## src/rtl/rlge_pkg.sv

```systemverilog
`default_nettype none
// ----------------------------------------------------------------------------
// rlge_pkg
// shared constants, register indexes and lane control type for the
// lowpass rms gain estimator
// ----------------------------------------------------------------------------
package rlge_pkg;

    localparam int DEF_BLOCK_LEN = 128;

    localparam int SAMPLE_W  = 16;
    localparam int CFG_W     = 15;
    localparam int CFG_IDX_W = 2;
    localparam int LEVEL_W   = 15;
    localparam int GAIN_W    = 32;
    localparam int ROOT_W    = 16;
    localparam int RAD_W     = 2 * ROOT_W;

    localparam logic [CFG_IDX_W-1:0] REG_FEEDBACK_COEF = 2'd0;
    localparam logic [CFG_IDX_W-1:0] REG_INPUT_COEF    = 2'd1;

    localparam logic [CFG_W-1:0] FEEDBACK_COEF_RST = 15'd28918;
    localparam logic [CFG_W-1:0] INPUT_COEF_RST    = 15'd4096;

    localparam logic signed [32:0] ROUND_HALF = 33'sd16384;
    localparam logic [LEVEL_W-1:0] LEVEL_MAX  = 15'h7FFF;
    localparam logic [GAIN_W-1:0]  GAIN_MAX   = 32'h7FFF_FFFF;
    localparam logic [GAIN_W-1:0]  GAIN_NUM   = 32'h8000_0000;

    typedef struct packed {
        logic load;   // capture a new sample
        logic mul;    // register both filter products
        logic flt;    // round, saturate, update filter state
        logic sqr;    // square the filter output
        logic acc;    // add square to running sum
        logic start;  // begin mean and root, clear block state
    } lane_ctrl_t;

endpackage
`default_nettype wire

```

## src/rtl/rlge_lane.sv

```systemverilog
`default_nettype none
// ----------------------------------------------------------------------------
// rlge_lane
// one channel: lowpass filter, square accumulation, then mean by
// bit-serial division and floor root by digit-by-digit square root
// ----------------------------------------------------------------------------
module rlge_lane
    import rlge_pkg::*;
#(
    parameter int BLOCK_LEN = DEF_BLOCK_LEN,
    localparam int CNT_W  = $clog2(BLOCK_LEN + 1),
    localparam int SUM_W  = 31 + $clog2(BLOCK_LEN),
    localparam int STEP_W = $clog2(SUM_W + 1)
)
(
    input  wire logic                       clk,
    input  wire logic                       rst_n,
    input  wire lane_ctrl_t                 ctrl,
    input  wire logic [CFG_W-1:0]           feedback_coef,
    input  wire logic [CFG_W-1:0]           input_coef,
    input  wire logic signed [SAMPLE_W-1:0] sample,
    input  wire logic [CNT_W-1:0]           count,
    output logic [LEVEL_W-1:0]              level,
    output logic                            done
);

    typedef enum logic [1:0] {P_IDLE, P_DIV, P_ROOT, P_FIN} phase_t;

    phase_t                      phase_reg;
    logic [STEP_W-1:0]           step_reg;
    logic signed [SAMPLE_W-1:0]  x_reg;
    logic signed [SAMPLE_W-1:0]  y_reg;
    logic signed [31:0]          fb_prod_reg;
    logic signed [31:0]          in_prod_reg;
    logic [30:0]                 sq_reg;
    logic [SUM_W-1:0]            sum_reg;
    logic [SUM_W-1:0]            quo_reg;
    logic [CNT_W-1:0]            rem_reg;
    logic [CNT_W-1:0]            divisor_reg;
    logic [ROOT_W-1:0]           root_reg;
    logic [ROOT_W+3:0]           srem_reg;
    logic [LEVEL_W-1:0]          level_reg;
    logic                        done_reg;

    logic signed [31:0]          fb_prod;
    logic signed [31:0]          in_prod;
    logic signed [32:0]          flt_acc;
    logic signed [SAMPLE_W-1:0]  y_next;
    logic signed [31:0]          sq_full;
    logic [CNT_W:0]              rem_sh;
    logic [CNT_W:0]              rem_diff;
    logic [ROOT_W+3:0]           srem_sh;
    logic [ROOT_W+3:0]           trial;

    always_comb
    begin
        fb_prod = $signed({1'b0, feedback_coef}) * y_reg;
        in_prod = $signed({1'b0, input_coef}) * x_reg;
        flt_acc = 33'(fb_prod_reg) + 33'(in_prod_reg) + ROUND_HALF;
        // round half up, shift by 15, then saturate when the top bits disagree
        if (flt_acc[32:30] == 3'b000 || flt_acc[32:30] == 3'b111)
        begin
            y_next = flt_acc[30:15];
        end
        else if (flt_acc[32])
        begin
            y_next = 16'sh8000;
        end
        else
        begin
            y_next = 16'sh7FFF;
        end
        sq_full  = y_reg * y_reg;
        rem_sh   = {rem_reg, quo_reg[SUM_W-1]};
        rem_diff = rem_sh - {1'b0, divisor_reg};
        srem_sh  = {srem_reg[ROOT_W+1:0], quo_reg[RAD_W-1:RAD_W-2]};
        trial    = {2'b00, root_reg, 2'b01};
    end

    always_ff @(posedge clk or negedge rst_n)
    begin
        if (!rst_n)
        begin
            phase_reg <= P_IDLE;
            step_reg  <= '0;
            y_reg     <= '0;
            sum_reg   <= '0;
            done_reg  <= 1'b0;
        end
        else
        begin
            done_reg <= 1'b0;
            if (ctrl.flt)
            begin
                y_reg <= y_next;
            end
            if (ctrl.acc)
            begin
                sum_reg <= sum_reg + SUM_W'(sq_reg);
            end
            if (ctrl.start)
            begin
                y_reg     <= '0;
                sum_reg   <= '0;
                step_reg  <= STEP_W'(SUM_W);
                phase_reg <= P_DIV;
            end
            else
            begin
                unique case (phase_reg)
                    P_IDLE:
                    begin
                    end
                    P_DIV:
                    begin
                        step_reg <= step_reg - 1'b1;
                        if (step_reg == STEP_W'(1))
                        begin
                            step_reg  <= STEP_W'(ROOT_W);
                            phase_reg <= P_ROOT;
                        end
                    end
                    P_ROOT:
                    begin
                        step_reg <= step_reg - 1'b1;
                        if (step_reg == STEP_W'(1))
                        begin
                            phase_reg <= P_FIN;
                        end
                    end
                    P_FIN:
                    begin
                        done_reg  <= 1'b1;
                        phase_reg <= P_IDLE;
                    end
                    default:
                    begin
                        phase_reg <= P_IDLE;
                    end
                endcase
            end
        end
    end

    // datapath registers
    always_ff @(posedge clk)
    begin
        if (ctrl.load)
        begin
            x_reg <= sample;
        end
        if (ctrl.mul)
        begin
            fb_prod_reg <= fb_prod;
            in_prod_reg <= in_prod;
        end
        if (ctrl.sqr)
        begin
            sq_reg <= sq_full[30:0];
        end
        if (ctrl.start)
        begin
            quo_reg     <= sum_reg;
            divisor_reg <= count;
            rem_reg     <= '0;
            root_reg    <= '0;
            srem_reg    <= '0;
        end
        else if (phase_reg == P_DIV)
        begin
            if (!rem_diff[CNT_W])
            begin
                rem_reg <= rem_diff[CNT_W-1:0];
                quo_reg <= {quo_reg[SUM_W-2:0], 1'b1};
            end
            else
            begin
                rem_reg <= rem_sh[CNT_W-1:0];
                quo_reg <= {quo_reg[SUM_W-2:0], 1'b0};
            end
        end
        else if (phase_reg == P_ROOT)
        begin
            // mean fits the low radicand bits, two of them per step
            quo_reg <= {quo_reg[SUM_W-3:0], 2'b00};
            if (srem_sh >= trial)
            begin
                srem_reg <= srem_sh - trial;
                root_reg <= {root_reg[ROOT_W-2:0], 1'b1};
            end
            else
            begin
                srem_reg <= srem_sh;
                root_reg <= {root_reg[ROOT_W-2:0], 1'b0};
            end
        end
        if (phase_reg == P_FIN)
        begin
            level_reg <= root_reg[ROOT_W-1] ? LEVEL_MAX : root_reg[LEVEL_W-1:0];
        end
    end

    assign level = level_reg;
    assign done  = done_reg;

endmodule
`default_nettype wire

```

## config.mk

```make
export PLATFORM = sky130hd
export DESIGN_NAME = rlge_lane
export DESIGN_NICKNAME = d
export VERILOG_FILES = /design/src/rtl/rlge_pkg.sv /design/src/rtl/rlge_lane.sv
export SDC_FILE = /design/constraint.sdc
export NUM_CORES = 2
export LEC_CHECK = 0
export BUFFER_PORTS_ARGS = -buffer_cell sky130_fd_sc_hd__buf_2
export CAP_MARGIN = 20
export CORE_MARGIN = 2
export CORE_UTILIZATION = 49
export CTS_BUF_LIST = sky130_fd_sc_hd__clkbuf_2
export CTS_CLUSTER_SIZE = 10
export DETAILED_ROUTE_END_ITERATION = 10
export SETUP_SLACK_MARGIN = 0.4
export SLEW_MARGIN = 30
export SYNTH_ARGS = -nofsm -noshare
export SYNTH_HDL_FRONTEND = slang
export SYNTH_SLANG_ARGS = --single-unit
export TNS_END_PERCENT = 1
```

## constraint.sdc

```tcl
create_clock -name clk -period 15.18 [get_ports clk]
set_input_delay 4.554 -clock clk [delete_from_list [all_inputs] [get_ports clk]]
set_output_delay 4.554 -clock clk [all_outputs]
set_load 0.01 [all_outputs]
```

==> run summary <==
=================================================================================
Status                                                               finished, final reports clean
Post-synthesis sequential area ratio                                        19.0%
Maximum buffer depth of the clock tree                                          3
Wire length per cell                                                      16.4 um
Vias/cell                                                                    5.22
Worst-path maximum fanout                                                      16
Initial standard-cell utilization of the core                               49.4%
Hold Crit Depth                                                                 2
Startpoint Class                                                     primary input
Horizontal die dimension                                                   289 um
Global Route Usage Sum                                                      22.1%
Warnings from Yosys                                                             0
Antenna viol nets, final                                                        0
GR Layer Usage met2                                                         39.7%
Reg2reg path depth                                                             25
Post-synthesis instance area                                           0.0397 mm2
Layout cells sized above 1                                                  6.20%
Quantity of gates resized following cts                                         0
Total cell area at the placement stage                                 0.0411 mm2
Final setup skew                                                         0.108 ns
Mean instance size in the synthesized netlist                            9.51 um2
Number of DRC markers after the initial detailed-route iteration            1,262
Number of global-route vias before repair                                  29,800
Transition time at the pin with the least slew margin                    0.852 ns
Met3 demand-to-capacity share in global routing                             2.91%
Die outline area                                                       0.0833 mm2
Final layout net count                                                      5,310
Count of TritonRoute iterations in the first routing pass                       6
End point of the most critical hold path                             root_reg[7]$_SDFFE_PP0P_
TNS Setup                                                                    0 ns
Top flip-flop cell by instance count after synthesis                 sky130_fd_sc_hd__edfxtp_1
Number of ports placed on the die boundary                                     78
Data arrival time of the critical path                                   10.77 ns
# rows                                                                        104
H-tree depth                                                                    3
Total CTS buffers                                                              75
Antenna violations before repair                                                4
Number of nets in the synthesized netlist                                   5,277
Power density relative to cell area                                    227 mW/mm2
Buffer type at the clock tree root                                   sky130_fd_sc_hd__clkbuf_2
Count of distinct cell types in the synthesized netlist                        87
Leakage power                                                             21.1 nW
Count of max-cap constraint violations                                          0
Hold violation total from the final report                                      0
Area of combinational cells with multiple inputs                       0.0284 mm2
Total via count after detailed routing                                     27,900
Type of element capturing the critical path                                  flop
Clock slew seen by the registers of the worst setup and hold paths        0.11 ns
Post-CTS Setup Inserts                                                          0
Category of the most critical setup path                             primary input to flop
Count of port buffers added during placement                                   77
Filler cell count                                                           7,649
TritonCTS clock tree                                                          yes
Global-route met1 utilization                                               27.6%
First-pass GRT wire length                                             148,000 um
Number of clock sinks seen by CTS                                             276
Cell Count Post-Placement                                                   5,192
Share of synthesized flip-flops with an asynchronous set or reset           22.8%
Launch instance of the worst min-delay path                          root_reg[6]$_SDFFE_PP0P_
Setup Viol. Count Final                                                         0
Number of hold buffers added after CTS                                          0
Setup repair after global routing missed its margin                            no
Period Utilization, post-route                                              66.1%
Endpoint of the worst register-to-register path                      sq_reg[30]$_DFFE_PP_
Worst reg2reg path startpoint                                        y_reg[5]$_DFFE_PN0P_
Reg2reg setup slack                                                       7.73 ns
Required time of the critical path                                       15.92 ns
Layer carrying the most global-route usage                                   met2
Grt total ovfl                                                                  0
Number of cells produced by synthesis                                       4,176
Peak supply drop                                                         0.250 mV
Remaining DRCs                                                                  0
Die Ht                                                                     289 um
Slew Limit Headroom                                                         43.2%
Insertion delay to the later sink of the worst-skew pair                  1.03 ns
Peak Freq                                                                99.7 MHz
Largest net degree at the start of global routing                              92
Number of register bits inferred by synthesis                                 276
Max-slew violation total from the final report                                  0
Worst Hold Class                                                     flop to flop
Routability-driven placement congestion ratio                               0.826
Number of non-filler instances in the completed layout                      5,334
Area added between synthesis and finish                                     5.31%
Count of flip-flops with a built-in enable after synthesis                    171
Detailed placement HPWL                                                 67,800 um
Wire length reported by the detailed router                             87,400 um
Area used by sequential logic in the layout                           0.00755 mm2
Core Box Area                                                          0.0804 mm2
Post-layout min period                                                   10.03 ns
Final cell area excluding filler cells                                 0.0418 mm2
=================================================================================
==> layer usage <==
metal / part of all wire (%) / vias to the layer above
li1: - / 13400
met1: 42 / 13800
met2: 51 / 517
met3: 3.9 / 156
met4: 3.2 / 0
met5: 0 / -
==> cell families after synthesis <==
kind of cell	after synthesis	share of synthesized area, %
flops	276	19.0
buf+inv	989	9.39
xor+xnor	157	3.46
fa+ha+maj	1039	43.9
simple gates	1106	13.5
mux	74	1.87
compound gates	535	8.84
==> power breakdown <==
group | switching, mW | internal, mW | total (mW)
clock | 0.342 | 0.228 | 0.570
combinational | 4.21 | 3.21 | 7.42
sequential | 0.184 | 1.31 | 1.49
==> layout make-up <==
type | count | share of cell area (%)
Antenna cell | 3 | 0.0180
Clock buffer | 106 | 1.27
Clock inverter | 33 | 0.482
Inverter | 841 | 7.55
Multi-Input combinational cell | 2911 | 68.0
Sequential cell | 276 | 18.1
Tap cell | 1060 | 3.17
Timing Repair Buffer | 104 | 1.43
==> synthesized netlist by cell type (4+ instances only) <==
master | number | area share [%]
sky130_fd_sc_hd__dfxtp_1 | 42 | 2.1
sky130_fd_sc_hd__nand3_1 | 37 | 0.47
sky130_fd_sc_hd__o311ai_0 | 4 | 0.088
sky130_fd_sc_hd__a21o_1 | 66 | 1.2
sky130_fd_sc_hd__a41oi_1 | 4 | 0.088
sky130_fd_sc_hd__mux2i_1 | 73 | 1.8
sky130_fd_sc_hd__ha_1 | 449 | 14
sky130_fd_sc_hd__nor2b_1 | 31 | 0.49
sky130_fd_sc_hd__o21ai_0 | 109 | 1.4
sky130_fd_sc_hd__a31o_2 | 10 | 0.22
sky130_fd_sc_hd__a211o_1 | 5 | 0.11
sky130_fd_sc_hd__a31oi_1 | 13 | 0.20
sky130_fd_sc_hd__a2111oi_0 | 6 | 0.13
sky130_fd_sc_hd__or3_1 | 10 | 0.16
sky130_fd_sc_hd__fa_1 | 590 | 30
sky130_fd_sc_hd__a211oi_1 | 24 | 0.45
sky130_fd_sc_hd__a311oi_1 | 7 | 0.15
sky130_fd_sc_hd__and3_1 | 16 | 0.25
sky130_fd_sc_hd__nor2_1 | 165 | 1.6
sky130_fd_sc_hd__inv_1 | 840 | 7.9
sky130_fd_sc_hd__o211ai_1 | 8 | 0.15
sky130_fd_sc_hd__and2_1 | 289 | 4.6
sky130_fd_sc_hd__clkbuf_1 | 134 | 1.3
sky130_fd_sc_hd__xnor2_1 | 113 | 2.5
sky130_fd_sc_hd__o22ai_1 | 5 | 0.079
sky130_fd_sc_hd__o21bai_1 | 21 | 0.40
sky130_fd_sc_hd__nand2b_1 | 26 | 0.41
sky130_fd_sc_hd__nand2_1 | 442 | 4.2
sky130_fd_sc_hd__a21oi_1 | 148 | 1.9
sky130_fd_sc_hd__or2_2 | 8 | 0.13
sky130_fd_sc_hd__o21ai_1 | 14 | 0.18
sky130_fd_sc_hd__edfxtp_1 | 171 | 13
sky130_fd_sc_hd__nand4_1 | 19 | 0.30
sky130_fd_sc_hd__o31ai_1 | 10 | 0.19
sky130_fd_sc_hd__o21a_1 | 21 | 0.40
sky130_fd_sc_hd__dfrtp_1 | 63 | 4.0
sky130_fd_sc_hd__a221oi_1 | 5 | 0.11
sky130_fd_sc_hd__a221o_1 | 13 | 0.33
sky130_fd_sc_hd__nor3_1 | 43 | 0.54
sky130_fd_sc_hd__xor2_1 | 44 | 0.97
sky130_fd_sc_hd__a21boi_0 | 5 | 0.095
sky130_fd_sc_hd__buf_1 | 9 | 0.085
==> worst max path at each step <==
stage,start,end,slack [ns]
2_1_floorplan,feedback_coef[11],fb_prod_reg[31]$_DFFE_PP_,4.72
3_3_place_gp,feedback_coef[12],fb_prod_reg[31]$_DFFE_PP_,4.24
3_5_place_dp,feedback_coef[9],fb_prod_reg[31]$_DFFE_PP_,4.16
4_1_cts,feedback_coef[9],fb_prod_reg[31]$_DFFE_PP_,5.30
5_1_grt,feedback_coef[12],fb_prod_reg[31]$_DFFE_PP_,4.82
6_report,feedback_coef[12],fb_prod_reg[31]$_DFFE_PP_,5.15
==> critical path, cell delays in order <==
cell,delay (ns)
sky130_fd_sc_hd__buf_2,0.20
sky130_fd_sc_hd__and2_1,0.22
sky130_fd_sc_hd__fa_1,0.54
sky130_fd_sc_hd__inv_1,0.05
sky130_fd_sc_hd__fa_1,0.46
sky130_fd_sc_hd__fa_1,0.51
sky130_fd_sc_hd__inv_1,0.05
sky130_fd_sc_hd__fa_1,0.52
sky130_fd_sc_hd__fa_1,0.51
sky130_fd_sc_hd__inv_1,0.05
sky130_fd_sc_hd__fa_1,0.47
sky130_fd_sc_hd__inv_1,0.04
sky130_fd_sc_hd__ha_1,0.33
sky130_fd_sc_hd__and2_1,0.19
sky130_fd_sc_hd__o21a_1,0.16
sky130_fd_sc_hd__o21ai_0,0.29
sky130_fd_sc_hd__a311oi_1,0.16
sky130_fd_sc_hd__a21oi_1,0.21
sky130_fd_sc_hd__nor4b_1,0.36
sky130_fd_sc_hd__o31ai_1,0.18
sky130_fd_sc_hd__a2111oi_0,0.43
sky130_fd_sc_hd__nor3_1,0.13
sky130_fd_sc_hd__xnor2_1,0.14
==> layout by cell type, fill, tap and decap left out, types with 8 or more instances in the layout <==
cell type                  count
sky130_fd_sc_hd__clkinv_2      9
sky130_fd_sc_hd__nand2b_1     26
sky130_fd_sc_hd__o21ai_0     109
sky130_fd_sc_hd__inv_1       840
sky130_fd_sc_hd__a211oi_1     24
sky130_fd_sc_hd__buf_4        28
sky130_fd_sc_hd__or3_1        10
sky130_fd_sc_hd__a21o_1       66
sky130_fd_sc_hd__and3_1       16
sky130_fd_sc_hd__dfrtp_1      62
sky130_fd_sc_hd__o21ai_1      14
sky130_fd_sc_hd__dfxtp_1      42
sky130_fd_sc_hd__o21a_1       21
sky130_fd_sc_hd__o21bai_1     21
sky130_fd_sc_hd__o211ai_1      8
sky130_fd_sc_hd__nand2_1     441
sky130_fd_sc_hd__mux2i_1      73
sky130_fd_sc_hd__xor2_1       44
sky130_fd_sc_hd__clkinv_1     19
sky130_fd_sc_hd__or2_2         8
sky130_fd_sc_hd__nor3_1       43
sky130_fd_sc_hd__clkbuf_2    106
sky130_fd_sc_hd__edfxtp_1    171
sky130_fd_sc_hd__nand3_1      37
sky130_fd_sc_hd__xnor2_1     113
sky130_fd_sc_hd__fa_1        590
sky130_fd_sc_hd__a31oi_1      13
sky130_fd_sc_hd__a31o_2       10
sky130_fd_sc_hd__a21oi_1     148
sky130_fd_sc_hd__and2_1      289
sky130_fd_sc_hd__nor2_1      163
sky130_fd_sc_hd__nand4_1      19
sky130_fd_sc_hd__buf_2        75
sky130_fd_sc_hd__nor2b_1      31
sky130_fd_sc_hd__a221o_1      13
sky130_fd_sc_hd__o31ai_1      10
sky130_fd_sc_hd__ha_1        449
==> per-stage QoR <==
step                      utilization (%)  setup slack (ns)  hold slack (ns)  total power [mW]
final                                52.0              5.15            0.422              9.48
after global routing                 52.0              4.82            0.476              10.8
after CTS                            52.0              5.30            0.450              9.65
after detailed placement             51.1              4.16            0.442              8.99
after global placement               51.0              4.24            0.441              8.96
after floorplan                         -              4.72            0.432              7.28
Note: power is estimated with default switching activity, not from simulation.
