--- config.mk ---
export PLATFORM = sky130hd
export DESIGN_NAME = rlge_merge
export DESIGN_NICKNAME = d
export VERILOG_FILES = /design/src/rtl/rlge_pkg.sv /design/src/rtl/rlge_merge.sv
export SDC_FILE = /design/constraint.sdc
export NUM_CORES = 1
export LEC_CHECK = 0
export BUFFER_PORTS_ARGS = -buffer_cell sky130_fd_sc_hd__buf_2
export CORE_ASPECT_RATIO = 0.7
export CORE_MARGIN = 2
export CORE_UTILIZATION = 40
export CTS_CLUSTER_DIAMETER = 40
export CTS_CLUSTER_SIZE = 16
export DETAILED_ROUTE_END_ITERATION = 8
export SETUP_SLACK_MARGIN = 0.05
export SLEW_MARGIN = 10
export SYNTH_ARGS = -nofsm -noshare
export SYNTH_HDL_FRONTEND = slang
export SYNTH_SLANG_ARGS = --single-unit
--- constraint.sdc ---
create_clock -name clk -period 3.4 [get_ports clk]
set_clock_uncertainty 0.2 [all_clocks]
set_input_delay 0 -clock clk [delete_from_list [all_inputs] [get_ports clk]]
set_output_delay 0 -clock clk [all_outputs]
set_load 0.05 [all_outputs]
--- src/rtl/rlge_pkg.sv ---
`default_nettype none
// ----------------------------------------------------------------------------
// rlge_pkg
// shared constants, register indexes and lane control type for the
// lowpass rms gain estimator
// ----------------------------------------------------------------------------
package rlge_pkg;

    localparam int DEF_BLOCK_LEN = 128;

    localparam int SAMPLE_W  = 16;
    localparam int CFG_W     = 15;
    localparam int CFG_IDX_W = 2;
    localparam int LEVEL_W   = 15;
    localparam int GAIN_W    = 32;
    localparam int ROOT_W    = 16;
    localparam int RAD_W     = 2 * ROOT_W;

    localparam logic [CFG_IDX_W-1:0] REG_FEEDBACK_COEF = 2'd0;
    localparam logic [CFG_IDX_W-1:0] REG_INPUT_COEF    = 2'd1;

    localparam logic [CFG_W-1:0] FEEDBACK_COEF_RST = 15'd28918;
    localparam logic [CFG_W-1:0] INPUT_COEF_RST    = 15'd4096;

    localparam logic signed [32:0] ROUND_HALF = 33'sd16384;
    localparam logic [LEVEL_W-1:0] LEVEL_MAX  = 15'h7FFF;
    localparam logic [GAIN_W-1:0]  GAIN_MAX   = 32'h7FFF_FFFF;
    localparam logic [GAIN_W-1:0]  GAIN_NUM   = 32'h8000_0000;

    typedef struct packed {
        logic load;   // capture a new sample
        logic mul;    // register both filter products
        logic flt;    // round, saturate, update filter state
        logic sqr;    // square the filter output
        logic acc;    // add square to running sum
        logic start;  // begin mean and root, clear block state
    } lane_ctrl_t;

endpackage
`default_nettype wire

--- src/rtl/rlge_merge.sv ---
`default_nettype none
// ----------------------------------------------------------------------------
// rlge_merge
// combines both lane levels into the saturated signed q1.31 reciprocal gain
// ----------------------------------------------------------------------------
module rlge_merge
    import rlge_pkg::*;
(
    input  wire logic               clk,
    input  wire logic               rst_n,
    input  wire logic               start,
    input  wire logic [LEVEL_W-1:0] ref_level,
    input  wire logic [LEVEL_W-1:0] mic_level,
    output logic [GAIN_W-1:0]       gain,
    output logic                    zero_difference,
    output logic                    done
);

    localparam int STEP_W = $clog2(GAIN_W + 1);

    typedef enum logic [1:0] {M_IDLE, M_DIV, M_FIN} mstate_t;

    mstate_t            state_reg;
    logic [STEP_W-1:0]  step_reg;
    logic               neg_reg;
    logic               zero_reg;
    logic [LEVEL_W-1:0] d_reg;
    logic [LEVEL_W-1:0] rem_reg;
    logic [GAIN_W-1:0]  quo_reg;
    logic [GAIN_W-1:0]  gain_reg;
    logic               flag_reg;
    logic               done_reg;

    logic signed [LEVEL_W:0] diff;
    logic [LEVEL_W:0]        diff_abs;
    logic [LEVEL_W:0]        rem_sh;
    logic [LEVEL_W:0]        rem_diff;

    always_comb
    begin
        diff     = $signed({1'b0, ref_level}) - $signed({1'b0, mic_level});
        diff_abs = diff[LEVEL_W] ? -diff : diff;
        rem_sh   = {rem_reg, quo_reg[GAIN_W-1]};
        rem_diff = rem_sh - {1'b0, d_reg};
    end

    always_ff @(posedge clk or negedge rst_n)
    begin
        if (!rst_n)
        begin
            state_reg <= M_IDLE;
            step_reg  <= '0;
            done_reg  <= 1'b0;
        end
        else
        begin
            done_reg <= 1'b0;
            unique case (state_reg)
                M_IDLE:
                begin
                    if (start)
                    begin
                        step_reg  <= STEP_W'(GAIN_W);
                        state_reg <= (diff == '0) ? M_FIN : M_DIV;
                    end
                end
                M_DIV:
                begin
                    step_reg <= step_reg - 1'b1;
                    if (step_reg == STEP_W'(1))
                    begin
                        state_reg <= M_FIN;
                    end
                end
                M_FIN:
                begin
                    done_reg  <= 1'b1;
                    state_reg <= M_IDLE;
                end
                default:
                begin
                    state_reg <= M_IDLE;
                end
            endcase
        end
    end

    always_ff @(posedge clk)
    begin
        if (state_reg == M_IDLE && start)
        begin
            neg_reg  <= diff[LEVEL_W];
            zero_reg <= (diff == '0);
            d_reg    <= diff_abs[LEVEL_W-1:0];
            rem_reg  <= '0;
            quo_reg  <= GAIN_NUM;
        end
        else if (state_reg == M_DIV)
        begin
            if (!rem_diff[LEVEL_W])
            begin
                rem_reg <= rem_diff[LEVEL_W-1:0];
                quo_reg <= {quo_reg[GAIN_W-2:0], 1'b1};
            end
            else
            begin
                rem_reg <= rem_sh[LEVEL_W-1:0];
                quo_reg <= {quo_reg[GAIN_W-2:0], 1'b0};
            end
        end
        if (state_reg == M_FIN)
        begin
            flag_reg <= zero_reg;
            if (zero_reg)
            begin
                gain_reg <= GAIN_MAX;
            end
            else if (neg_reg)
            begin
                gain_reg <= -quo_reg;
            end
            else
            begin
                // a difference of one gives 2^31, which does not fit
                gain_reg <= quo_reg[GAIN_W-1] ? GAIN_MAX : quo_reg;
            end
        end
    end

    assign gain            = gain_reg;
    assign zero_difference = flag_reg;
    assign done            = done_reg;

endmodule
`default_nettype wire

==> qor.yml, run 1 <==
yosys:
  synth-main-ff-cell: "edfxtp_1"
  synthDistinctLibCells: 73
  seq_area_frac_synth: 0.4156
  synth_top_family_by_area: "compound AO/OA/AOI/OAI gates"
  yosysWarnings: 0
  synth_area_per_cell_um2: 9.481
  synth-edff-count: 50
  synth_seq_cells: 106
  synth_compound_area_frac: 0.1928
  synthAdderAreaFrac: 0.07251
  synthCells: 677
  synth.area.mux_share: 0.02339
  synth_xor_area_frac: 0.06004
  synthesis.nets: 746
  synthSimpleGateAreaFrac: 0.1885
  syn_area_um2: 6419
  synth-async-reset-ratio: 0.08491
route:
  firstDrtPassIters: 5
  viasPerCell: 5.428
  ant_nets: 0
  drtIter0Drc: 324
  drt-total-wl_mm: 14.03
  drc: 0
  num_vias: 5146
  routedWlPerCell_um: 14.80
critical_path:
  crit_start: "quo_reg[31]"
  crit_required_ns: 3.40
  worst-r2r-setup-slack_ns: 0.30
  crit_type: "reg2reg"
  cp.arrival_ns: 3.10
  crit_top_cell: "o41ai_1"
  critPathMaxStageDelay_ns: 0.63
  path_cells: "inv_1 > ha_1 > fa_1 > nor2b_1 > o31a_1 > o41ai_1 > o41ai_1 > or2_2 > xor2_1 > mux2i_1 > o21ai_0"
  critPathMaxFanout: 3
  crit_slowest_cell: "o41ai_1"
  r2r_start: "quo_reg[31]"
  start_kind: "register"
  end_kind: "register"
clock_network:
  cts_setup_buffers: 0
  insertion_delay_ns: 0.35
  cts_tree: "yes"
  cts_buffers: 9
  clk_pin_slew_ns: 0.07
  cts.sinks: 106
  cts.path.max_buffers: 2
  cts_root_buffer: "clkbuf_16"
  htree_levels: 3
placed_design:
  place_hpwl_mm: 10.18
  portBuffers: 66
  dp_cells: 928
  routabilityCongestion: 0.8555
global_routing:
  grt_overflow_total: 0
  antenna_found_initial: 0
  grt_max_degree: 42
  grt_pass1_wl_mm: 22.98
  grtUsageTotal: 0.1671
  grt_pass1_vias: 4744
flow_run:
  cap_violations: 0
final_layout:
  multi_input_area_um2: 3468
  syn2layout_area_growth_pct: 14.07
  n_fill_cell: 1504
  drive_above_1_share: 0.1698
  diodes: 0
  layout.area.seq_um2: 2668
  nets: 812
  fin_cells: 948
timing:
  fin_crit_sh: 0.9114
  period_minus_slack_ns: 3.099
  max_freq_mhz: 322.7
  slew_headroom: 0.4414
  worstMarginPinSlew_ns: 0.8168
  rsz0062_at_grt: "false"
  setup_viol: 0
  finalSetupTns_ns: 0
  drv_slew: 0
  finalHoldViolCount: 0
die:
  die_w_um: 155.4
  start_util: 0.4116
  fp.coreArea_um2: 15600
  chipHeight_um: 110.0
  io_pins: 67
  die_area_um2: 17090
  row_count: 38
hold_path:
  hold_class: "in2reg"
  min_from: "mic_level[0]"
run_status:
  status: "finished clean"
power_and_ir_drop:
  ir_drop_uv: 293.2
  p_leak_nw: 3.065
  powerDensity_nw_per_um2: 839.4
-- metrics by stage --
step	cell area (um2)	power, mW	util	setup slack [ns]	hold WS (ns)
after global placement	6984	5.015	0.4479	0.1806	-0.3376
final	7322	6.146	0.4695	0.3011	0.06296
after detailed placement	6984	5.110	0.4479	0.1853	-0.3309
after global routing	7322	6.639	0.4695	0.09014	0.09560
after CTS	7311	6.133	0.4688	0.2583	0.04658
after floorplan	6419	4.350	-	0.5958	-0.4956
-- layer usage --
| metal | global-route usage | share of wire | routed length [um] |
|---|---|---|---|
| met1 | 0.2450 | 0.52 | 7323 |
| met2 | 0.2500 | 0.41 | 5781 |
| met3 | 0.03127 | 0.052 | 732 |
| met4 | 0.05308 | 0.014 | 196 |
| met5 | 0 | 0 | 0 |
-- Yosys cell counts, types with 3 or more instances --
cell      instances  area share
nand2b_1         17       0.017
or4_1             4      0.0047
or3_4             3      0.0053
or2_2             6      0.0058
nor3_1           17       0.013
a21oi_1          18       0.014
a21o_1            7      0.0082
clkbuf_1         16      0.0094
nand3_1          21       0.016
a22o_1           29       0.040
a31oi_1           6      0.0058
nor3_2            3      0.0047
dfrtp_1           9       0.035
buf_2             6      0.0047
o21ai_0          49       0.038
ha_1             34       0.066
nand2_1          62       0.036
nor2_1           40       0.023
xor2_1           21       0.029
and2_1            6      0.0058
o41ai_1           7      0.0096
o311ai_0          3      0.0041
mux2i_1          15       0.023
or3_1             4      0.0039
a211o_1           4      0.0055
o31ai_1          12       0.014
o211ai_1          4      0.0047
edfxtp_1         50        0.23
and3_1            8      0.0078
xnor2_1          23       0.031
dfxtp_1          47        0.15
o21a_1            9       0.011
nand4_1           5      0.0049
nor2b_1           8      0.0078
o31a_1            3      0.0041
o21bai_1          3      0.0035
inv_1            47       0.027
-- kinds of logic after synthesis --
group,Yosys count
simple gates,225
compound gates,177
flops,106
buf+inv,74
xor+xnor,44
fa+ha+maj,36
mux,15
-- critical path: cells and delay by family, from the launching register on --
family,cells,cell delay [ns]
AO/OA/AOI/OAI,4,1.21
buffers and inverters,1,0.08
multiplexers,1,0.14
flip-flops,1,0.32
XOR/XNOR,1,0.14
AND/OR/NAND/NOR,2,0.40
adder cells (fa/ha/maj),2,0.45
-- report_power, final --
| part | switching, mW | internal (mW) | total [mW] |
|---|---|---|---|
| combinational | 1.69 | 1.39 | 3.08 |
| clock | 0.489 | 0.511 | 1.00 |
| sequential | 0.336 | 1.73 | 2.06 |
-- repair_timing --
action                                 CTS  global route
setup endpoints to repair                0             9
gates resized for setup                  0             2
endpoints found under the hold margin   22             0
hold buffers                             4             0
-- layout make-up --
type	count	share of cell area
multi-input cells	497	0.4737
clock inverters	7	0.008373
inverters	47	0.02409
well taps	200	0.03418
repair buffers	82	0.06459
clock buffers	9	0.03076
flip-flops and latches	106	0.3643
-- worst paths after layout --
| kind | endpoint | cells after the start |
|---|---|---|
| hold / removal | d_reg[1] | 5 |
| setup reg to reg | rem_reg[12] | 11 |
| hold reg to reg | rem_reg[14] | 2 |
| min in group asynchronous | step_reg[2] | 3 |
| setup / recovery | rem_reg[12] | 11 |
| max in group asynchronous | step_reg[3] | 3 |
-- cells in the final DEF, fill, tap and decap left out, drive strengths merged, types with 17 or more instances in the layout --
master  instances
xnor2          23
o21ai          51
nor3           20
dfxtp          47
edfxtp         50
nand3          21
ha             34
nand2b         17
a21oi          19
nor2           40
buf            78
a22o           31
nand2          62
xor2           21
inv            50
(Power assumes the default switching activity.)
==> run 2, diff against run 1 <==
--- a/config.mk
+++ b/config.mk
@@ -5,6 +5,7 @@
 export SDC_FILE = /design/constraint.sdc
 export NUM_CORES = 1
 export LEC_CHECK = 0
+export ABC_AREA = 1
 export BUFFER_PORTS_ARGS = -buffer_cell sky130_fd_sc_hd__buf_2
 export CORE_ASPECT_RATIO = 0.7
 export CORE_MARGIN = 2
@@ -13,7 +14,7 @@
 export CTS_CLUSTER_SIZE = 16
 export DETAILED_ROUTE_END_ITERATION = 8
 export SETUP_SLACK_MARGIN = 0.05
-export SLEW_MARGIN = 10
+export SLEW_MARGIN = 5
 export SYNTH_ARGS = -nofsm -noshare
 export SYNTH_HDL_FRONTEND = slang
 export SYNTH_SLANG_ARGS = --single-unit
==> qor.yml, run 2 <==
run_status:
  status: "finished clean"  # unchanged
critical_path:
  end_kind: "register"  # unchanged
  cp.arrival_ns: 2.64  # was 3.10 ns
  critPathMaxFanout: 3  # unchanged
  crit_required_ns: 3.31  # was 3.40 ns
  crit_type: "in2reg"  # was reg2reg
  crit_family: "adder cells"  # was compound AO/OA/AOI/OAI gates
  crit_top_cell: "nand2_1"  # was o41ai_1
  start_kind: "input port"  # was register
  worst-path-buf-inv: 3  # was 1
  path_cells: "dlygate4sd3_1 > buf_2 > ha_1 > fa_1 > ha_1 > a21boi_1 > nand3_1 > nor2_1 > nand2_1 > nor2_1 > nand2_1 > nand2_1 > xor2_1 > inv_1"  # was inv_1 > ha_1 > fa_1 > nor2b_1 > o31a_1 > o41ai_1 > o41ai_1 > or2_2 > xor2_1 > mux2i_1 > o21ai_0
  crit_slowest_cell: "dlygate4sd3_1"  # was o41ai_1
  critPathMaxStageDelay_ns: 0.54  # was 0.63 ns
final_layout:
  drive_above_1_share: 0.1147  # was 0.1698
  final_common_cell: "nand2_1"  # was buf_2
  syn2layout_area_growth_pct: 13.61  # was 14.07%
  nets: 1119  # was 812
  final_cell_mix: "nand2_1 (269), inv_1 (159), nand3_1 (109), nor2_1 (73), buf_2 (66)"  # was buf_2 (66), nand2_1 (62), edfxtp_1 (50), o21ai_0 (49)
  diodes: 0  # unchanged
timing:
  finalHoldViolCount: 0  # unchanged
  max_freq_mhz: 366.7  # was 322.7 MHz
  setup_viol: 0  # unchanged
  fin_crit_sh: 0.8022  # was 0.9114
  drv_slew: 0  # unchanged
  rsz0062_at_grt: "false"  # unchanged
  finalSetupTns_ns: 0  # unchanged
  slew_headroom: 0.3214  # was 0.4414
  worstMarginPinSlew_ns: 1.012  # was 0.8168 ns
  period_minus_slack_ns: 2.727  # was 3.099 ns
die:
  start_util: 0.4070  # was 0.4116
  chipHeight_um: 114.4  # was 110.0 um
  die_w_um: 161.7  # was 155.4 um
  fp.coreArea_um2: 17120  # was 15600 um2
  row_count: 40  # was 38
  io_pins: 67  # unchanged
  die_area_um2: 18500  # was 17090 um2
power_and_ir_drop:
  p_sw_mw: 3.408  # was 2.516 mW
  powerDensity_nw_per_um2: 902.1  # was 839.4 nW/um2
  seqPwrFrac: 0.297  # was 0.336
  p_leak_nw: 3.900  # was 3.065 nW
  ir_drop_uv: 296.8  # was 293.2 uV
  p_clk_frac: 0.152  # was 0.163
  p_total_mw: 7.141  # was 6.146 mW
  swShare: 0.4773  # was 0.4094
  p_int_mw: 3.733  # was 3.630 mW
  p_comb_frac: 0.551  # was 0.502
clock_network:
  insertion_delay_ns: 0.35  # about the same
  htree_levels: 3  # unchanged
  cts_root_buffer: "clkbuf_16"  # unchanged
  cts_buffers: 9  # unchanged
  clk_pin_slew_ns: 0.07  # about the same
  cts_resized: 0  # unchanged
  cts.sinks: 106  # unchanged
  cts.path.max_buffers: 2  # unchanged
  cts_tree: "yes"  # unchanged
yosys:
  synth-main-ff-cell: "edfxtp_1"  # unchanged
  synth-async-reset-ratio: 0.08491  # unchanged
  synth_seq_cells: 106  # unchanged
  synthDistinctLibCells: 50  # was 73
  syn_area_um2: 6967  # was 6419 um2
  synth_xor_area_frac: 0.02892  # was 0.06004
  seq_area_frac_synth: 0.3829  # was 0.4156
  synth_area_per_cell_um2: 7.116  # was 9.481 um2
  synth_top_family_by_area: "simple AND/OR/NAND/NOR gates"  # was compound AO/OA/AOI/OAI gates
  synthesis.nets: 1048  # was 746
  synth_common_cells: "nand2_1 (269), inv_1 (159), nand3_1 (109)"  # was nand2_1 (62), edfxtp_1 (50), o21ai_0 (49)
  synth_top_area_frac: 0.2155  # was 0.2339
  synthCells: 979  # was 677
  synthAdderAreaFrac: 0.06681  # was 0.07251
  yosysMostFrequentCell: "nand2_1"  # unchanged
  synth-edff-count: 50  # unchanged
  ys_top_cells_by_area: "edfxtp_1 (22%), nand2_1 (14%), dfxtp_1 (14%)"  # was edfxtp_1 (23%), dfxtp_1 (15%), ha_1 (6.6%)
  synth.area.mux_share: 0.001437  # was 0.02339
  yosysTopAreaCell: "edfxtp_1"  # unchanged
  synth_compound_area_frac: 0.09591  # was 0.1928
  yosysWarnings: 0  # unchanged
  synthSimpleGateAreaFrac: 0.3220  # was 0.1885
global_routing:
  grt_overflow_total: 0  # unchanged
  grtUsageTotal: 0.1869  # was 0.1671
  grt_pass1_wl_mm: 27.88  # was 22.98 mm
  grt_max_degree: 35  # was 42
  antenna_found_initial: 0  # unchanged
  grt_pass1_vias: 5513  # was 4744
placed_design:
  place_hpwl_mm: 12.65  # was 10.18 mm
  routabilityCongestion: 0.8687  # was 0.8555
  portBuffers: 66  # unchanged
route:
  firstDrtPassIters: 5  # unchanged
  num_vias: 6384  # was 5146
  drtIter0Drc: 554  # was 324
  viasPerCell: 4.964  # was 5.428
  ant_nets: 0  # unchanged
  drc: 0  # unchanged
  drt-total-wl_mm: 16.83  # was 14.03 mm
  routedWlPerCell_um: 13.08  # was 14.80 um
flow_run:
  cap_violations: 0  # unchanged
hold_path:
  hold_class: "in2reg"  # unchanged
-- run 2: logic make-up after synthesis --
family | Yosys count
DFF | 106
xor gates and xnor gates | 23
and+or+nand+nor | 513
muxes | 1
AOI/OAI and AO/OA | 115
adders and majority gates | 36
buffers and inverters | 185
-- run 2: final timing paths --
kind / slack, ns / to / cells after the start / start
worst max register to register: 0.77 / state_reg[1] / 8 / state_reg[0]
worst max-delay path: 0.67 / d_reg[10] / 14 / mic_level[0]
max in group asynchronous: 2.24 / state_reg[0] / 3 / rst_n
worst min-delay path: 0.07 / d_reg[1] / 3 / mic_level[1]
min in group asynchronous: 0.45 / step_reg[0] / 3 / rst_n
worst min register to register: 0.28 / rem_reg[13] / 2 / rem_reg[13]
-- run 2: cell type report --
class                           instances  area, um2
Clock buffer                           10      229.0
Sequential cell                       106       2668
Timing Repair Buffer                   78      432.9
Multi-Input combinational cell        688       3596
Fill cell                            1840       9201
Inverter                              167      626.9
Clock inverter                          6      73.82
Tap cell                              231      289.0
-- run 2: power groups by stage --
| stage | Sequential, mW | Combinational, mW | Clock (mW) |
|---|---|---|---|
| 6_report | 2.12 | 3.93 | 1.09 |
| 3_3_place_gp | 2.14 | 3.86 | 0 |
| 4_1_cts | 2.12 | 3.91 | 1.11 |
| 2_1_floorplan | 2.18 | 2.96 | 0 |
| 5_1_grt | 2.17 | 4.50 | 1.16 |
| 3_5_place_dp | 2.14 | 3.88 | 0 |
-- run 2: through the flow --
step           utilization  instance area, um2  hold WS, ns  worst slack [ns]  cells
2_1_floorplan            -                6967      -0.4956            0.9715    979
3_3_place_gp        0.4418                7562      -0.3314            0.8499   1265
3_5_place_dp        0.4418                7562      -0.3318            0.7374   1265
4_1_cts             0.4624                7915      0.04789            0.6972   1286
5_1_grt             0.4624                7915      0.07638            0.4541   1286
6_report            0.4624                7915      0.06629            0.6726   1286
-- run 2: metal layers --
metal	part of all wire	global-route usage
met5	0	0
met4	0.0062	0.03363
met3	0.057	0.02898
met2	0.38	0.2564
met1	0.56	0.3053
-- run 2: timing repair --
action,in CTS,in global routing
hold buffers,5,0
buffers inserted,0,0
endpoints found under the hold margin,13,0
-- run 2: worst reg2reg max path, delay by kind of cell, from the launching register on --
kind | cells | cell delay [ns]
buffers and inverters | 4 | 1.25
AOI/OAI and AO/OA | 2 | 0.47
DFF | 1 | 0.39
and+or+nand+nor | 2 | 0.22
==> run 3, diff against run 2 <==
==> constraint.sdc (replaced) <==
create_clock -name clk -period 2.7 [get_ports clk]
set_clock_uncertainty 0.2 [all_clocks]
set_input_delay 0 -clock clk [delete_from_list [all_inputs] [get_ports clk]]
set_output_delay 0 -clock clk [all_outputs]
set_load 0.05 [all_outputs]
==> qor.yml, run 3 (synthesized netlist as in run 2, its figures left out) <==
route:
  num_vias: 6388  # was 6384
  firstDrtPassIters: 5  # unchanged
  drt-total-wl_mm: 16.76  # was 16.83 mm
  drc: 0  # unchanged
  ant_nets: 0  # unchanged
  drtIter0Drc: 504  # was 554
  routedWlPerCell_um: 12.97  # was 13.08 um
  viasPerCell: 4.944  # was 4.964
timing:
  drv_slew: 0  # unchanged
  whs_ns: 0.005272  # was 0.06629 ns
  finalSetupTns_ns: 0  # unchanged
  worstMarginPinSlew_ns: 0.6507  # was 1.012 ns
  period_minus_slack_ns: 2.421
  setup_viol: 0  # unchanged
  slew_headroom: 0.5622  # was 0.3214
  max_freq_mhz: 413.1
  finalHoldViolCount: 0  # unchanged
  rsz0062_at_grt: "false"  # unchanged
  fin_crit_sh: 0.8965
final_layout:
  final_common_cell: "nand2_1"  # unchanged
  final_cell_mix: "nand2_1 (269), inv_1 (159), nand3_1 (109), nor2_1 (73), buf_2 (66)"  # unchanged
  diodes: 0  # unchanged
  syn2layout_area_growth_pct: 14.39  # was 13.61%
  n_fill_cell: 1767  # was 1840
  nets: 1125  # was 1119
  drive_above_1_share: 0.1206  # was 0.1147
power_and_ir_drop:
  ir_drop_uv: 667.6  # was 296.8 uV
  powerDensity_nw_per_um2: 1142  # was 902.1 nW/um2
  p_comb_frac: 0.559  # was 0.551
  p_sw_mw: 4.310  # was 3.408 mW
  swShare: 0.4734  # was 0.4773
  p_int_mw: 4.793  # was 3.733 mW
  seqPwrFrac: 0.294  # was 0.297
  p_clk_frac: 0.148  # was 0.152
  p_leak_nw: 3.938  # was 3.900 nW
global_routing:
  grt_max_degree: 35  # unchanged
  grt_pass1_wl_mm: 28.19  # was 27.88 mm
  grt_pass1_vias: 5657  # was 5513
  grt_overflow_total: 0  # unchanged
  grtUsageTotal: 0.1882  # was 0.1869
  antenna_found_initial: 0  # unchanged
die:
  row_count: 40  # unchanged
  fp.coreArea_um2: 17120  # unchanged
  die_area_um2: 18500  # unchanged
  chipHeight_um: 114.4  # unchanged
  io_pins: 67  # unchanged
  die_w_um: 161.7  # unchanged
  start_util: 0.4070  # unchanged
clock_network:
  htree_levels: 3  # unchanged
  insertion_delay_ns: 0.35  # about the same
  cts.path.max_buffers: 2  # unchanged
  cts_buffers: 9  # unchanged
  cts_root_buffer: "clkbuf_16"  # unchanged
  cts_tree: "yes"  # unchanged
  cts.sinks: 106  # unchanged
  cts_setup_buffers: 0  # unchanged
  clk_pin_slew_ns: 0.07  # about the same
critical_path:
  critPathMaxFanout: 10  # was 3
  end_kind: "register"  # unchanged
  crit_type: "reg2reg"  # was in2reg
  reg2regPathDepth: 13  # was 8
  crit_required_ns: 2.74  # was 3.31 ns
  start_kind: "register"  # was input port
  cp.arrival_ns: 2.46  # was 2.64 ns
placed_design:
  portBuffers: 66  # unchanged
  place_hpwl_mm: 12.93  # was 12.65 mm
  routabilityCongestion: 0.8826  # was 0.8687
run_status:
  status: "finished clean"  # unchanged
flow_run:
  cap_violations: 0  # unchanged
hold_path:
  worst_hold_path.num_cells: 3  # unchanged
  hold_class: "in2reg"  # unchanged
==> run 3: worst max-delay path, cell delays in order (launching register included) <==
cell,delay (ns)
edfxtp_1,0.44
inv_1,0.08
ha_1,0.29
nand3b_1,0.07
nand2_1,0.13
nand3_1,0.08
nand2_1,0.14
nand3_1,0.14
nand2_1,0.11
nand2_1,0.05
nand2_1,0.31
nand2_1,0.12
nand3_1,0.10
nand2_1,0.05
==> run 3: final cells by class <==
type                    count  area [um2]  area share
inverters                 167       626.9     0.07866
repair buffers             84       488.0     0.06123
clock buffers              10       229.0     0.02873
well taps                 231       289.0     0.03627
flip-flops and latches    106        2668      0.3347
multi-input cells         688        3596      0.4512
clock inverters             6       72.57    0.009107
==> run 3: worst paths after layout <==
check,from,end,slack (ns)
worst min-delay path,mic_level[1],d_reg[1],0.005
min in group asynchronous,rst_n,step_reg[1],0.44
worst min register to register,rem_reg[12],rem_reg[12],0.28
max in group asynchronous,rst_n,state_reg[0],1.54
worst max-delay path,d_reg[1],rem_reg[13],0.28
worst max register to register,d_reg[1],rem_reg[13],0.28
==> run 3: stage by stage <==
step                      worst slack (ns)  std cells  cell area [um2]    util  power [mW]
after floorplan                     0.2715        979             6967       -       6.469
after global placement              0.2389       1272             7627  0.4456       7.687
after detailed placement            0.1908       1272             7627  0.4456       7.719
after CTS                           0.2882       1292             7969  0.4656       9.104
after global routing               0.07239       1292             7969  0.4656       10.01
final                               0.2794       1292             7969  0.4656       9.103
==> run 3: power groups by stage <==
stage,clock [mW],sequential [mW],combinational (mW)
after floorplan,0,2.75,3.72
after global placement,0,2.70,4.99
after detailed placement,0,2.70,5.02
after CTS,1.38,2.67,5.06
after global routing,1.44,2.73,5.83
final,1.35,2.67,5.08
==> run 3: what timing repair did <==
action                                 in CTS  in global routing
resized for setup                           0                  0
hold buffers                                4                  0
endpoints found under the hold margin      13                  0
==> run 3: per-layer routing <==
metal	wire (um)	vias up	global-route usage
met1	9278	2848	0.3062
li1	-	3356	-
met5	0	-	0
met2	6334	170	0.2581
met3	1024	14	0.03296
met4	125	0	0.03186
